### src/sv/afu_pkg.sv
// Shared types, codes and channel constants for the audio feature unit control core.
// No dependencies; imported by every module of the block.
`default_nettype none
package afu_pkg;

  localparam int unsigned COUNT_WIDTH_DEF = 32;

  // s_axis tdata: entity, selector, request code, length, data word
  localparam int unsigned IN_DATA_W = 56;
  // fixed m_axis fields below the set count
  localparam int unsigned OUT_FIXED_W = 29;

  localparam logic [7:0] ENT_SPEAKER = 8'h02;
  localparam logic [7:0] ENT_MIC     = 8'h05;
  localparam logic [7:0] ENT_LINE    = 8'h08;

  localparam logic [7:0] CTRL_MUTE   = 8'h01;
  localparam logic [7:0] CTRL_VOLUME = 8'h02;

  localparam logic [7:0] REQ_SET_CUR = 8'h01;
  localparam logic [7:0] REQ_GET_CUR = 8'h81;
  localparam logic [7:0] REQ_GET_MIN = 8'h82;
  localparam logic [7:0] REQ_GET_MAX = 8'h83;
  localparam logic [7:0] REQ_GET_RES = 8'h84;

  localparam logic [1:0] CH_SPK  = 2'd0;
  localparam logic [1:0] CH_MIC  = 2'd1;
  localparam logic [1:0] CH_LINE = 2'd2;

  localparam logic signed [15:0] SPK_MIN = -16'sd25600;
  localparam logic signed [15:0] SPK_MAX = 16'sd0;
  localparam logic signed [15:0] SPK_RES = 16'sd256;
  localparam logic signed [15:0] MIC_MIN = 16'sd0;
  localparam logic signed [15:0] MIC_MAX = 16'sd12288;
  localparam logic signed [15:0] MIC_RES = 16'sd122;

  localparam logic [6:0] PCT_FULL = 7'd100;

  // floor(x / 3) for x <= 300, floor(x / 25) for x < 2^19
  localparam logic [18:0] RECIP3  = 19'd683;
  localparam logic [43:0] RECIP25 = 44'd671089;

  typedef struct packed {
    logic load;
    logic commit;
  } afu_cmd_t;

  function automatic logic [1:0] chan_of(input logic [7:0] ent);
    logic [1:0] ch;
    ch = CH_MIC;
    if (ent == ENT_SPEAKER) ch = CH_SPK;
    if (ent == ENT_LINE) ch = CH_LINE;
    return ch;
  endfunction

  function automatic logic is_known(input logic [7:0] ent);
    return (ent == ENT_SPEAKER) || (ent == ENT_MIC) || (ent == ENT_LINE);
  endfunction

  function automatic logic signed [15:0] range_min(input logic [1:0] ch);
    return (ch == CH_SPK) ? SPK_MIN : MIC_MIN;
  endfunction

  function automatic logic signed [15:0] range_max(input logic [1:0] ch);
    return (ch == CH_SPK) ? SPK_MAX : MIC_MAX;
  endfunction

  function automatic logic signed [15:0] range_res(input logic [1:0] ch);
    return (ch == CH_SPK) ? SPK_RES : MIC_RES;
  endfunction

endpackage
`default_nettype wire

### src/sv/afu_controller.sv
// Handshake sequencer for the audio feature unit control core.
// Depends on afu_pkg for the command struct.
`default_nettype none
module afu_controller
  import afu_pkg::*;
(
  input  wire logic clk_i,
  input  wire logic rst_ni,
  input  wire logic s_axis_tvalid_i,
  output logic      s_axis_tready_o,
  output logic      m_axis_tvalid_o,
  input  wire logic m_axis_tready_i,
  output afu_cmd_t  cmd_o
);

  typedef enum logic {
    S_IDLE,
    S_EXEC
  } state_e;

  state_e state_q, state_d;
  logic   out_valid_q, out_valid_d;

  always_comb begin
    state_d      = state_q;
    out_valid_d  = out_valid_q;
    cmd_o.load   = 1'b0;
    cmd_o.commit = 1'b0;
    if (out_valid_q && m_axis_tready_i) begin
      out_valid_d = 1'b0;
    end
    case (state_q)
      S_IDLE: begin
        if (s_axis_tvalid_i) begin
          cmd_o.load = 1'b1;
          state_d    = S_EXEC;
        end
      end
      S_EXEC: begin
        if (!out_valid_q || m_axis_tready_i) begin
          cmd_o.commit = 1'b1;
          out_valid_d  = 1'b1;
          state_d      = S_IDLE;
        end
      end
      default: state_d = S_IDLE;
    endcase
  end

  always_ff @(posedge clk_i or negedge rst_ni) begin
    if (!rst_ni) begin
      state_q     <= S_IDLE;
      out_valid_q <= 1'b0;
    end else begin
      state_q     <= state_d;
      out_valid_q <= out_valid_d;
    end
  end

  assign s_axis_tready_o = (state_q == S_IDLE);
  assign m_axis_tvalid_o = out_valid_q;

endmodule
`default_nettype wire

### src/sv/afu_datapath.sv
// Channel state, volume arithmetic and result register of the feature unit core.
// Depends on afu_pkg for codes, channel ranges and reciprocal constants.
`default_nettype none
module afu_datapath
  import afu_pkg::*;
#(
  parameter int unsigned COUNT_WIDTH = COUNT_WIDTH_DEF,
  parameter int unsigned OUT_W       = ((OUT_FIXED_W + COUNT_WIDTH + 7) / 8) * 8
) (
  input  wire logic                 clk_i,
  input  wire logic                 rst_ni,
  input  wire afu_cmd_t             cmd_i,
  input  wire logic                 s_axis_tuser_i,
  input  wire logic [IN_DATA_W-1:0] s_axis_tdata_i,
  output logic      [OUT_W-1:0]     m_axis_tdata_o
);

  // channel state
  logic                   mute_q [3];
  logic [6:0]             pct_q  [3];
  logic [COUNT_WIDTH-1:0] cnt_q  [3];

  // request registers
  logic        cmd_q;
  logic [7:0]  ent_q, ctl_q, req_q;
  logic [15:0] len_q, data_q;
  logic [18:0] prod1_q, prod1_d;
  logic [6:0]  pct_spk_q, pct_spk_d;
  logic signed [15:0] units_spk_q, units_spk_d;
  logic [OUT_W-1:0]   tdata_q, tdata_d;

  // first step: operand selection, clamp and first product
  logic [7:0]         ent_in;
  logic [1:0]         ch_in;
  logic [6:0]         pct_in, pc;
  logic signed [15:0] din, uc, spk_off;

  always_comb begin
    ent_in = s_axis_tdata_i[7:0];
    ch_in  = chan_of(ent_in);
    if (ch_in == CH_SPK) pct_in = pct_q[0];
    else if (ch_in == CH_LINE) pct_in = pct_q[2];
    else pct_in = pct_q[1];
    pc  = (pct_in > PCT_FULL) ? PCT_FULL : pct_in;
    din = $signed(s_axis_tdata_i[55:40]);
    uc  = din;
    if (din < range_min(ch_in)) uc = range_min(ch_in);
    if (din > range_max(ch_in)) uc = range_max(ch_in);
    spk_off     = uc - SPK_MIN;
    pct_spk_d   = spk_off[14:8];
    units_spk_d = SPK_MIN + $signed({1'b0, pc, 8'b0});
    if (s_axis_tuser_i) begin
      prod1_d = 19'(pc) * 19'd3072;
    end else begin
      prod1_d = 19'(uc[13:0]) * 19'd25;
    end
  end

  always_ff @(posedge clk_i) begin
    if (cmd_i.load) begin
      cmd_q       <= s_axis_tuser_i;
      ent_q       <= s_axis_tdata_i[7:0];
      ctl_q       <= s_axis_tdata_i[15:8];
      req_q       <= s_axis_tdata_i[23:16];
      len_q       <= s_axis_tdata_i[39:24];
      data_q      <= s_axis_tdata_i[55:40];
      prod1_q     <= prod1_d;
      pct_spk_q   <= pct_spk_d;
      units_spk_q <= units_spk_d;
    end
  end

  // second step: reciprocal divide, decode and state update
  logic [18:0]            q3;
  logic [43:0]            prod2;
  logic [6:0]             pct_mic;
  logic [15:0]            units_mic;
  logic [1:0]             ch;
  logic                   known, ok;
  logic [15:0]            rdata;
  logic [1:0]             rlen;
  logic                   mute_cur, mute_new, mute_we;
  logic [6:0]             pct_cur, pct_new;
  logic [COUNT_WIDTH-1:0] cnt_cur, cnt_new;
  logic                   vol_we;

  always_comb begin
    q3        = 19'(prod1_q[18:10]) * RECIP3;
    pct_mic   = q3[17:11];
    prod2     = 44'(prod1_q) * RECIP25;
    units_mic = prod2[39:24];
    ch        = chan_of(ent_q);
    known     = is_known(ent_q);
    if (ch == CH_SPK) begin
      mute_cur = mute_q[0];
      pct_cur  = pct_q[0];
      cnt_cur  = cnt_q[0];
    end else if (ch == CH_LINE) begin
      mute_cur = mute_q[2];
      pct_cur  = pct_q[2];
      cnt_cur  = cnt_q[2];
    end else begin
      mute_cur = mute_q[1];
      pct_cur  = pct_q[1];
      cnt_cur  = cnt_q[1];
    end
    ok       = 1'b0;
    rdata    = '0;
    rlen     = 2'd0;
    mute_we  = 1'b0;
    vol_we   = 1'b0;
    mute_new = mute_cur;
    pct_new  = pct_cur;
    cnt_new  = cnt_cur;
    if (known && !cmd_q) begin
      if (ctl_q == CTRL_MUTE && req_q == REQ_SET_CUR && len_q == 16'd1) begin
        ok       = 1'b1;
        mute_we  = 1'b1;
        mute_new = (data_q[7:0] != 8'd0);
      end else if (ctl_q == CTRL_VOLUME && req_q == REQ_SET_CUR && len_q == 16'd2) begin
        ok      = 1'b1;
        vol_we  = 1'b1;
        pct_new = (ch == CH_SPK) ? pct_spk_q : pct_mic;
        cnt_new = cnt_cur + COUNT_WIDTH'(1);
      end
    end else if (known) begin
      if (ctl_q == CTRL_MUTE) begin
        ok    = 1'b1;
        rdata = 16'(mute_cur);
        rlen  = 2'd1;
      end else if (ctl_q == CTRL_VOLUME) begin
        ok   = 1'b1;
        rlen = 2'd2;
        case (req_q)
          REQ_GET_CUR: rdata = (ch == CH_SPK) ? units_spk_q : units_mic;
          REQ_GET_MIN: rdata = range_min(ch);
          REQ_GET_MAX: rdata = range_max(ch);
          REQ_GET_RES: rdata = range_res(ch);
          default: begin
            ok   = 1'b0;
            rlen = 2'd0;
          end
        endcase
      end
    end
    tdata_d                          = '0;
    tdata_d[0]                       = ok;
    tdata_d[16:1]                    = rdata;
    tdata_d[18:17]                   = rlen;
    tdata_d[20:19]                   = ch;
    tdata_d[27:21]                   = pct_new;
    tdata_d[28]                      = mute_new;
    tdata_d[OUT_FIXED_W +: COUNT_WIDTH] = cnt_new;
  end

  always_ff @(posedge clk_i or negedge rst_ni) begin
    if (!rst_ni) begin
      for (int i = 0; i < 3; i++) begin
        mute_q[i] <= 1'b0;
        pct_q[i]  <= PCT_FULL;
        cnt_q[i]  <= '0;
      end
    end else if (cmd_i.commit) begin
      for (int i = 0; i < 3; i++) begin
        if (ch == 2'(i)) begin
          if (mute_we) mute_q[i] <= mute_new;
          if (vol_we) begin
            pct_q[i] <= pct_new;
            cnt_q[i] <= cnt_new;
          end
        end
      end
    end
  end

  always_ff @(posedge clk_i) begin
    if (cmd_i.commit) begin
      tdata_q <= tdata_d;
    end
  end

  assign m_axis_tdata_o = tdata_q;

endmodule
`default_nettype wire

### src/sv/audio_feature_unit_control_core.sv
// Request registers capture a request at its input transfer; the result register
// loads on commit in S_EXEC. New requests are taken only in S_IDLE, after commit,
// for the two-step volume divide (clamp and first product, then reciprocal multiply).
// One request is taken while a result is held on m_axis; its result waits until then.
// Reset: asynchronous, active low; mute 0, percent 100, set counts 0 per channel.
// Top level; depends on afu_pkg, afu_controller and afu_datapath.
`default_nettype none
module audio_feature_unit_control_core
  import afu_pkg::*;
#(
  parameter int unsigned COUNT_WIDTH = COUNT_WIDTH_DEF,
  parameter int unsigned OUT_W       = ((OUT_FIXED_W + COUNT_WIDTH + 7) / 8) * 8
) (
  input  wire logic                 clk_i,
  input  wire logic                 rst_ni,
  input  wire logic                 s_axis_tvalid_i,
  output logic                      s_axis_tready_o,
  // entity_id, control_selector, request_code, request_length, data_word
  input  wire logic [IN_DATA_W-1:0] s_axis_tdata_i,
  // cmd
  input  wire logic                 s_axis_tuser_i,
  output logic                      m_axis_tvalid_o,
  input  wire logic                 m_axis_tready_i,
  // accepted, reply_data, reply_length, channel_index, channel_percent,
  // channel_mute, channel_set_count, zero padding
  output logic      [OUT_W-1:0]     m_axis_tdata_o
);

  afu_cmd_t cmd;

  afu_controller u_ctrl (
    .clk_i           (clk_i),
    .rst_ni          (rst_ni),
    .s_axis_tvalid_i (s_axis_tvalid_i),
    .s_axis_tready_o (s_axis_tready_o),
    .m_axis_tvalid_o (m_axis_tvalid_o),
    .m_axis_tready_i (m_axis_tready_i),
    .cmd_o           (cmd)
  );

  afu_datapath #(
    .COUNT_WIDTH (COUNT_WIDTH),
    .OUT_W       (OUT_W)
  ) u_dp (
    .clk_i          (clk_i),
    .rst_ni         (rst_ni),
    .cmd_i          (cmd),
    .s_axis_tuser_i (s_axis_tuser_i),
    .s_axis_tdata_i (s_axis_tdata_i),
    .m_axis_tdata_o (m_axis_tdata_o)
  );

endmodule
`default_nettype wire

### config.mk
export PLATFORM = sky130hd
export DESIGN_NAME = audio_feature_unit_control_core
export DESIGN_NICKNAME = d
export VERILOG_FILES = /design/src/sv/afu_pkg.sv /design/src/sv/afu_controller.sv /design/src/sv/afu_datapath.sv /design/src/sv/audio_feature_unit_control_core.sv
export SDC_FILE = /design/constraint.sdc
export NUM_CORES = 1
export LEC_CHECK = 0
export BUFFER_PORTS_ARGS = -buffer_cell sky130_fd_sc_hd__buf_2
export CORE_MARGIN = 5
export CORE_UTILIZATION = 30
export DETAILED_ROUTE_END_ITERATION = 16
export MAX_ROUTING_LAYER = met4
export PLACE_DENSITY = 0.46
export SETUP_SLACK_MARGIN = 0.2
export SLEW_MARGIN = 30
export SYNTH_ARGS = -nofsm -noshare
export SYNTH_HDL_FRONTEND = slang
export SYNTH_SLANG_ARGS = --single-unit
### constraint.sdc
create_clock -name clk_i -period 7.95 [get_ports clk_i]
set_clock_uncertainty 0.1 [all_clocks]
set_input_delay 0.3975 -clock clk_i [delete_from_list [all_inputs] [get_ports clk_i]]
set_output_delay 0.3975 -clock clk_i [all_outputs]
set_load 0.005 [all_outputs]
==> results of run 1 <==
[Yosys cell counts, types with 4 or more instances]
master      n  area, µm²
o21bai_1    5      37.54
nor4_1     14      87.58
or2_2       7      43.79
a21o_1     14      105.1
clkbuf_1   49      183.9
or4_1       4      30.03
nand2_1   204      765.7
dfstp_2     9      236.5
xnor2_1    38      332.8
o221ai_1    8      70.07
nor3_1     27      135.1
dfrtp_1   113       2828
a41oi_1     5      43.79
o22ai_1    35      219.0
nand4_1    13      81.33
a32oi_1     6      52.55
xor2_1     40      350.3
a31oi_1     5      31.28
mux2i_1     6      60.06
nor2b_1    20      125.1
and2_1     15      93.84
a22oi_1    16      120.1
nor2_1    128      480.5
buf_2       9      45.04
or3_1      16      100.1
nand2b_1    8      50.05
fa_1      157       3143
a21oi_1    93      465.5
inv_1     367       1378
o21a_1      8      60.06
o21ai_0   157      785.8
o21ai_1    12      60.06
mux2_2      5      56.30
edfxtp_1  144       4324
a211oi_1   13      97.59
nand3_1    25      125.1
ha_1      254       3178
buf_4       4      30.03
nand3b_1   12      90.09
buf_1       5      18.77
[per-layer routing]
layer  vias to the layer above  global-route usage [%]  wire length [µm]
li1                       7458                       -                 -
met1                      7515                   22.23             28140
met2                       323                   25.11             26450
met3                        46                   2.372              2514
met4                         0                   3.067               910
met5                         -                       -                 0
[cells by family (layout without fill, tap and decap cells)]
family / Yosys count / after routing / synth area share (%)
AOI/OAI and AO/OA: 404 / 404 / 11.38
xor gates and xnor gates: 78 / 78 / 3.249
adders and majority gates: 411 / 411 / 30.06
buffers and inverters: 436 / 627 / 7.944
DFF: 266 / 266 / 35.14
muxes: 11 / 11 / 0.5534
other: 1 / 3 / 0.01783
and+or+nand+nor: 517 / 517 / 11.65
[what timing repair did]
item                                   in CTS  in global routing
hold buffers                               50                  0
endpoints found under the hold margin     105                  0
setup endpoints to repair                   0                  3
resized for setup                           0                  2
[worst paths after layout]
check                      cells after the start                                     to                     startpoint
max                                           32             u_dp.prod1_q[16]$_DFFE_PP_              s_axis_tdata_i[0]
max in group asynchronous                      3             u_dp.pct_q[17]$_DFFE_PN0P_                         rst_ni
min reg2reg                                    2             u_dp.cnt_q[18]$_DFFE_PN0P_     u_dp.cnt_q[18]$_DFFE_PN0P_
min in group asynchronous                      2             u_dp.cnt_q[28]$_DFFE_PN0P_                         rst_ni
max reg2reg                                   20  u_dp.m_axis_tdata_o[10]$_SDFFCE_PP0P_  u_dp.prod1_q[1]$_SDFFCE_PP0P_
min                                            1                u_dp.ent_q[1]$_DFFE_PP_              s_axis_tdata_i[1]
[metrics by stage]
stage / instances / utilization, %
2_1_floorplan: 2126 / -
3_3_place_gp: 3144 / 32.57
3_5_place_dp: 3145 / 32.61
4_1_cts: 3257 / 34.89
5_1_grt: 3257 / 34.92
6_report: 3257 / 34.92
[cell type report]
type | count | area, µm² | share of cell area, %
multi-input cells | 1424 | 12020 | 49.30
inverters | 368 | 1381 | 5.668
clock inverters | 15 | 143.9 | 0.5904
repair buffers | 197 | 1314 | 5.391
clock buffers | 47 | 950.9 | 3.902
flip-flops and latches | 266 | 7388 | 30.32
well taps | 940 | 1176 | 4.826
[worst max-delay path: cells and delay by family]
kind                       cells  cell delay (ns)
adders and majority gates      5             1.69
and+or+nand+nor               11             2.08
buffers and inverters          6             1.11
AOI/OAI and AO/OA              9             1.93
xor gates and xnor gates       1             0.15
[flip-flops by register name, summed over array words and instances (netlist names)]
register	count
u_dp.req_q	8
u_dp.units_spk_q	8
u_ctrl.state_q	1
u_dp.pct_spk_q	7
u_dp.ent_q	8
u_dp.len_q	16
u_dp.ctl_q	8
u_dp.cmd_q	1
u_dp.prod1_q	19
u_dp.data_q	8
u_ctrl.m_axis_tvalid_o	1
u_dp.mute_q	3
u_dp.m_axis_tdata_o	61
u_dp.cnt_q	96
u_dp.pct_q	21
[layout by cell type (no fill, tap or decap), types with 17 or more instances in the layout]
master	count
dfrtp_1	113
edfxtp_1	144
o22ai_1	35
nand2_1	201
nor2_1	128
fa_1	157
nor2b_1	17
dlygate4sd3_1	50
nor3_1	26
clkbuf_16	35
buf_4	22
inv_1	367
nand3_1	25
buf_2	122
ha_1	254
xor2_1	40
o21ai_0	157
a21oi_1	93
xnor2_1	38
==> out/qor.tcl, run 1 <==
set qor(grt-ovfl-total) 0
set qor(async_flop_share_pct) 45.86
set qor(route.vias.total) 15340
set qor(clk_latency_ns) 0.55
set qor(critPathMaxStageDelay_ns) 0.52
set qor(outcome) {finished, final reports clean}
set qor(insertedDiodeCount) 0
set qor(totalNegativeSetupSlack_ns) 0
set qor(detail-route-antenna-nets) 0
set qor(dr.first_iter.drc_count) 901
set qor(start_kind) {input port}
set qor(max_cap_viol_count) 0
set qor(max_clock_freq_ghz) 0.1384
set qor(final_period_minus_worst_setup_slack_ns) 7.225
set qor(maxSlewViolCount) 0
set qor(design.core.area_um2) 69790
set qor(hold-worst-slack_ns) 0.1105
set qor(fill_cells) 7059
set qor(num_rows) 97
set qor(netlist-cell-type-count) 72
set qor(flow.area_growth_from_synthesis_pct) 15.90
set qor(grt_antenna_before_repair) 1
set qor(timing.critical_path.mode_cell) {ha_1}
set qor(yosys_warnings) 0
set qor(tritoncts.num_buffers) 34
set qor(grt_pass1_wl_mm) 92.68
set qor(detailedRoute.firstPassIterationCount) 5
set qor(worst_path_max_delay_cell) {dlygate4sd3_1}
set qor(floorplan.io_pins) 127
set qor(design_area_um2) 24370
set qor(cts_sinks) 266
set qor(layout_worst_path_cycle_share_pct) 90.88
set qor(ys_dominant_reg_cell) {edfxtp_1}
set qor(die_area_um2) 75480
set qor(cts.repair_timing.setup_buffer_count) 0
set qor(numPortBuffers) 123
set qor(fin_nets) 2763
set qor(synth.cell_area_um2) 21030
set qor(critical_path.max_fanout) 11
set qor(required_ns) 8.10
set qor(synth_edf_count) 144
set qor(cts_buffer_depth) 3
set qor(slew_headroom_pct) 38.62
set qor(drt_wl_total_mm) 58.02
set qor(rrSetupSlack_ns) 0.76
set qor(hold_class) {in -> reg}
set qor(number_of_global_route_vias_before_repair) 16090
set qor(dp_worst_setup_slack_ns) 0.5326
set qor(final_hold_viol_count) 0
set qor(chipWidth_um) 274.7
set qor(cp-end-kind) {register}
set qor(unrepaired_setup_endpoints_after_global_routing) {false}
set qor(place_hpwl_mm) 44.08
set qor(placed_area_um2) 22750
set qor(setup_slack_ns) 0.7254
set qor(routabilityCongestion) 0.8788
set qor(wl_per_cell_um) 17.81
set qor(floorplan.initialDensity_pct) 30.13
set qor(ys_seq_area_share_pct) 35.14
set qor(clkSlewWorstSetupHoldPaths_ns) 0.06
set qor(setup_viol) 0
set qor(cp.arrival_ns) 7.38
set qor(grt_util_all_layers_pct) 15.98
set qor(grt_max_degree) 84
set qor(vias_per_cell) 4.710
set qor(average_footprint_of_a_synthesized_cell_um2) 9.899
set qor(criticalPathCategory) {in -> reg}
set qor(postSynthRegisterBits) 266
set qor(cts_root_buf) {clkbuf_16}
set qor(htree_levels) 2
set qor(synthCells) 2124
set qor(die_height_um) 274.7
set qor(worst_slew_pin_slew_ns) 0.9137
set qor(drc) 0
set qor(cts_tree) {yes}
set qor(post_route_cells_drive_above_1_share_pct) 10.57
Power of run 1 is not shown: default switching activity piles up to over one toggle a cycle in this logic, so the estimate is an artifact.
==> run 2, diff against run 1 <==
--- a/config.mk
+++ b/config.mk
@@ -5,6 +5,7 @@
 export SDC_FILE = /design/constraint.sdc
 export NUM_CORES = 1
 export LEC_CHECK = 0
+export ABC_AREA = 1
 export BUFFER_PORTS_ARGS = -buffer_cell sky130_fd_sc_hd__buf_2
 export CORE_MARGIN = 5
 export CORE_UTILIZATION = 30
==> run 2 against run 1 <==
Net effect:
- first-iteration DRC count up 3.0%
- routed wire length up 12%
- non-clock buffer count down 15
- global-route usage up 0.89 points
- via count up 13%
- area after synthesis up 6.3%
- final cell count up 15%
- cell area up 5.2%
- hold slack worse by 0.037 ns
==> out/qor.tcl, run 2 <==
set qor(worst_slew_pin_slew_ns) 0.9340
set qor(cts_tree) {yes}
set qor(die_height_um) 282.9
set qor(critical_path.max_fanout) 22
set qor(postSynthRegisterBits) 266
set qor(average_footprint_of_a_synthesized_cell_um2) 8.682
set qor(slew_headroom_pct) 37.51
set qor(grt_pass1_wl_mm) 104.9
set qor(numPortBuffers) 123
set qor(drt_wl_total_mm) 65.16
set qor(grt_util_all_layers_pct) 16.87
set qor(die_area_um2) 80050
set qor(setup_viol) 0
set qor(max_clock_freq_ghz) 0.1593
set qor(crit_path_start) {s_axis_tdata_i[7]}
set qor(chipWidth_um) 282.9
set qor(start_kind) {input port}
set qor(cp-end-kind) {register}
set qor(hold_start) {s_axis_tvalid_i}
set qor(most_frequent_cells_in_the_layout) {nand2_1 (558), inv_1 (490), ha_1 (254), nor2_1 (158), fa_1 (157)}
set qor(cts_root_buf) {clkbuf_16}
set qor(outcome) {finished, final reports clean}
set qor(hold_class) {in -> reg}
set qor(post-synth-top-area-cell) {edfxtp_1}
set qor(tritoncts.num_buffers) 35
set qor(fill_cells) 7675
set qor(clkSlewWorstSetupHoldPaths_ns) 0.06
set qor(yosys.area.top_type_share_pct) 19.35
set qor(detail-route-antenna-nets) 0
set qor(route.vias.total) 17330
set qor(required_ns) 8.09
set qor(rrSetupSlack_ns) 1.71
set qor(floorplan.initialDensity_pct) 30.12
set qor(worst-r2r-cell-count) 24
set qor(max_cap_viol_count) 0
set qor(number_of_global_route_vias_before_repair) 18310
set qor(largest_register_ffs) 96
set qor(netlist-cell-type-count) 61
set qor(synth.cell_area_um2) 22350
set qor(detailedRoute.firstPassIterationCount) 5
set qor(critical-path-top-delay-family) {adder cells}
set qor(grt-ovfl-total) 0
set qor(path_buf_inv) 10
set qor(worst_path_max_delay_cell) {dlygate4sd3_1}
set qor(flow.area_growth_from_synthesis_pct) 14.76
set qor(layout_worst_path_cycle_share_pct) 78.97
set qor(critical_path.reg2reg.startpoint) {u_dp.prod1_q[13]$_DFFE_PP_}
set qor(fin_nets) 3220
set qor(layout_commonest_cell) {nand2_1}
set qor(cts_buffer_depth) 3
set qor(final_hold_viol_count) 0
set qor(num_rows) 100
set qor(design.core.area_um2) 74200
set qor(place_hpwl_mm) 50.43
set qor(drc) 0
set qor(post_synth_most_frequent_cells) {nand2_1 (558), inv_1 (491), ha_1 (254)}
set qor(routabilityCongestion) 0.9154
set qor(floorplan.io_pins) 127
set qor(timing.critical_path.mode_cell) {inv_1}
set qor(dr.first_iter.drc_count) 928
set qor(largest_register) {u_dp.cnt_q}
set qor(maxSlewViolCount) 0
set qor(synthMostInstantiatedCell) {nand2_1}
set qor(async_flop_share_pct) 45.86
set qor(cts-resized-gates) 0
set qor(ys_dominant_reg_cell) {edfxtp_1}
set qor(holdPathEnd) {u_ctrl.state_q$_DFF_PN0_}
set qor(min_path_cells) 3
set qor(ys_seq_area_share_pct) 33.06
set qor(totalNegativeSetupSlack_ns) 0
set qor(yosys_warnings) 0
set qor(synth_edf_count) 144
set qor(criticalPathCategory) {in -> reg}
set qor(final_period_minus_worst_setup_slack_ns) 6.278
set qor(critPathMaxStageDelay_ns) 0.52
set qor(htree_levels) 2
set qor(wl_per_cell_um) 17.39
set qor(grt_max_degree) 76
set qor(post_route_cells_drive_above_1_share_pct) 10.74
set qor(grt_antenna_before_repair) 3
set qor(synthTopCellsByArea) {edfxtp_1 (19%), ha_1 (14%), fa_1 (14%)}
set qor(cp.arrival_ns) 6.42
set qor(unrepaired_setup_endpoints_after_global_routing) {false}
set qor(clk_latency_ns) 0.56
set qor(vias_per_cell) 4.626
set qor(critical_path.reg2reg.endpoint) {u_dp.m_axis_tdata_o[15]$_SDFFCE_PP0P_}
set qor(synthCells) 2574
set qor(cts_sinks) 266
==> run 2: changes by cell type after synthesis, sizes merged, moves of 12 or more <==
cell	delta
o21ai	-22
o22ai	-34
nand2	+370
a22oi	-12
a21oi	+18
nand3	+115
nor2b	-20
or3	-16
clkbuf	-30
nor2	+56
inv	+143
xnor2	-31
xor2	-21
==> run 2: area by class of cell <==
cell class	count	area (µm²)	area share, %
inverter	516	1951	7.606
tap	969	1212	4.727
sequential	266	7388	28.81
clock buffer	42	912.1	3.556
multi-input combinational	1747	12760	49.76
timing repair buffer	182	1194	4.654
clock inverter	22	224.0	0.8733
antenna	2	5.005	0.01951
==> run 2: cells by family after synthesis <==
logic type	after synthesis	synth area share (%)
DFF	266	33.06
AOI/OAI and AO/OA	309	7.491
adders and majority gates	411	28.29
buffers and inverters	563	9.927
and+or+nand+nor	998	20.10
xor gates and xnor gates	26	1.120
other	1	0.01678
==> run 2: tightest hold or removal path: stages <==
cell and delay, ns:
buf_2 0.10, inv_1 0.10, a21oi_1 0.08
==> run 2: how the worst max path moves through the flow <==
stage	end	slack (ns)	cells past startpoint
finish	u_dp.prod1_q[15]$_DFFE_PP_	1.67	31
floorplan	u_dp.m_axis_tdata_o[12]$_SDFFCE_PP0P_	2.39	19
detailed placement	u_dp.prod1_q[15]$_DFFE_PP_	1.63	30
global route	u_dp.prod1_q[15]$_DFFE_PP_	0.78	30
global placement	u_dp.prod1_q[15]$_DFFE_PP_	1.58	30
CTS	u_dp.m_axis_tdata_o[15]$_SDFFCE_PP0P_	1.63	24
==> run 2: per-layer routing <==
layer / track usage (%) / routed length [µm] / vias up
met3: 3.223 / 3565 / 82
li1: - / - / 8569
met1: 22.64 / 30750 / 8310
met5: - / 0 / -
met2: 26.72 / 29440 / 368
met4: 3.837 / 1406 / 0
==> run 2: timing repair <==
| action | CTS | global route |
|---|---|---|
| endpoints found under the hold margin | 96 | 0 |
| hold buffers | 50 | 0 |
| setup buffers | 0 | 0 |
==> run 2: per-stage QoR <==
| step | hold slack [ns] | area, µm² | setup WS [ns] | std cells | util [%] |
|---|---|---|---|---|---|
| 2_1_floorplan | 0.001909 | 22360 | 2.387 | 2576 | - |
| 3_3_place_gp | 0.3617 | 23990 | 1.579 | 3630 | 32.33 |
| 3_5_place_dp | 0.3654 | 24000 | 1.626 | 3630 | 32.34 |
| 4_1_cts | 0.04224 | 25630 | 1.634 | 3744 | 34.55 |
| 5_1_grt | 0.07809 | 25650 | 0.7832 | 3746 | 34.57 |
| 6_report | 0.07303 | 25650 | 1.672 | 3746 | 34.57 |
Power of run 2 is left out for the same reason.
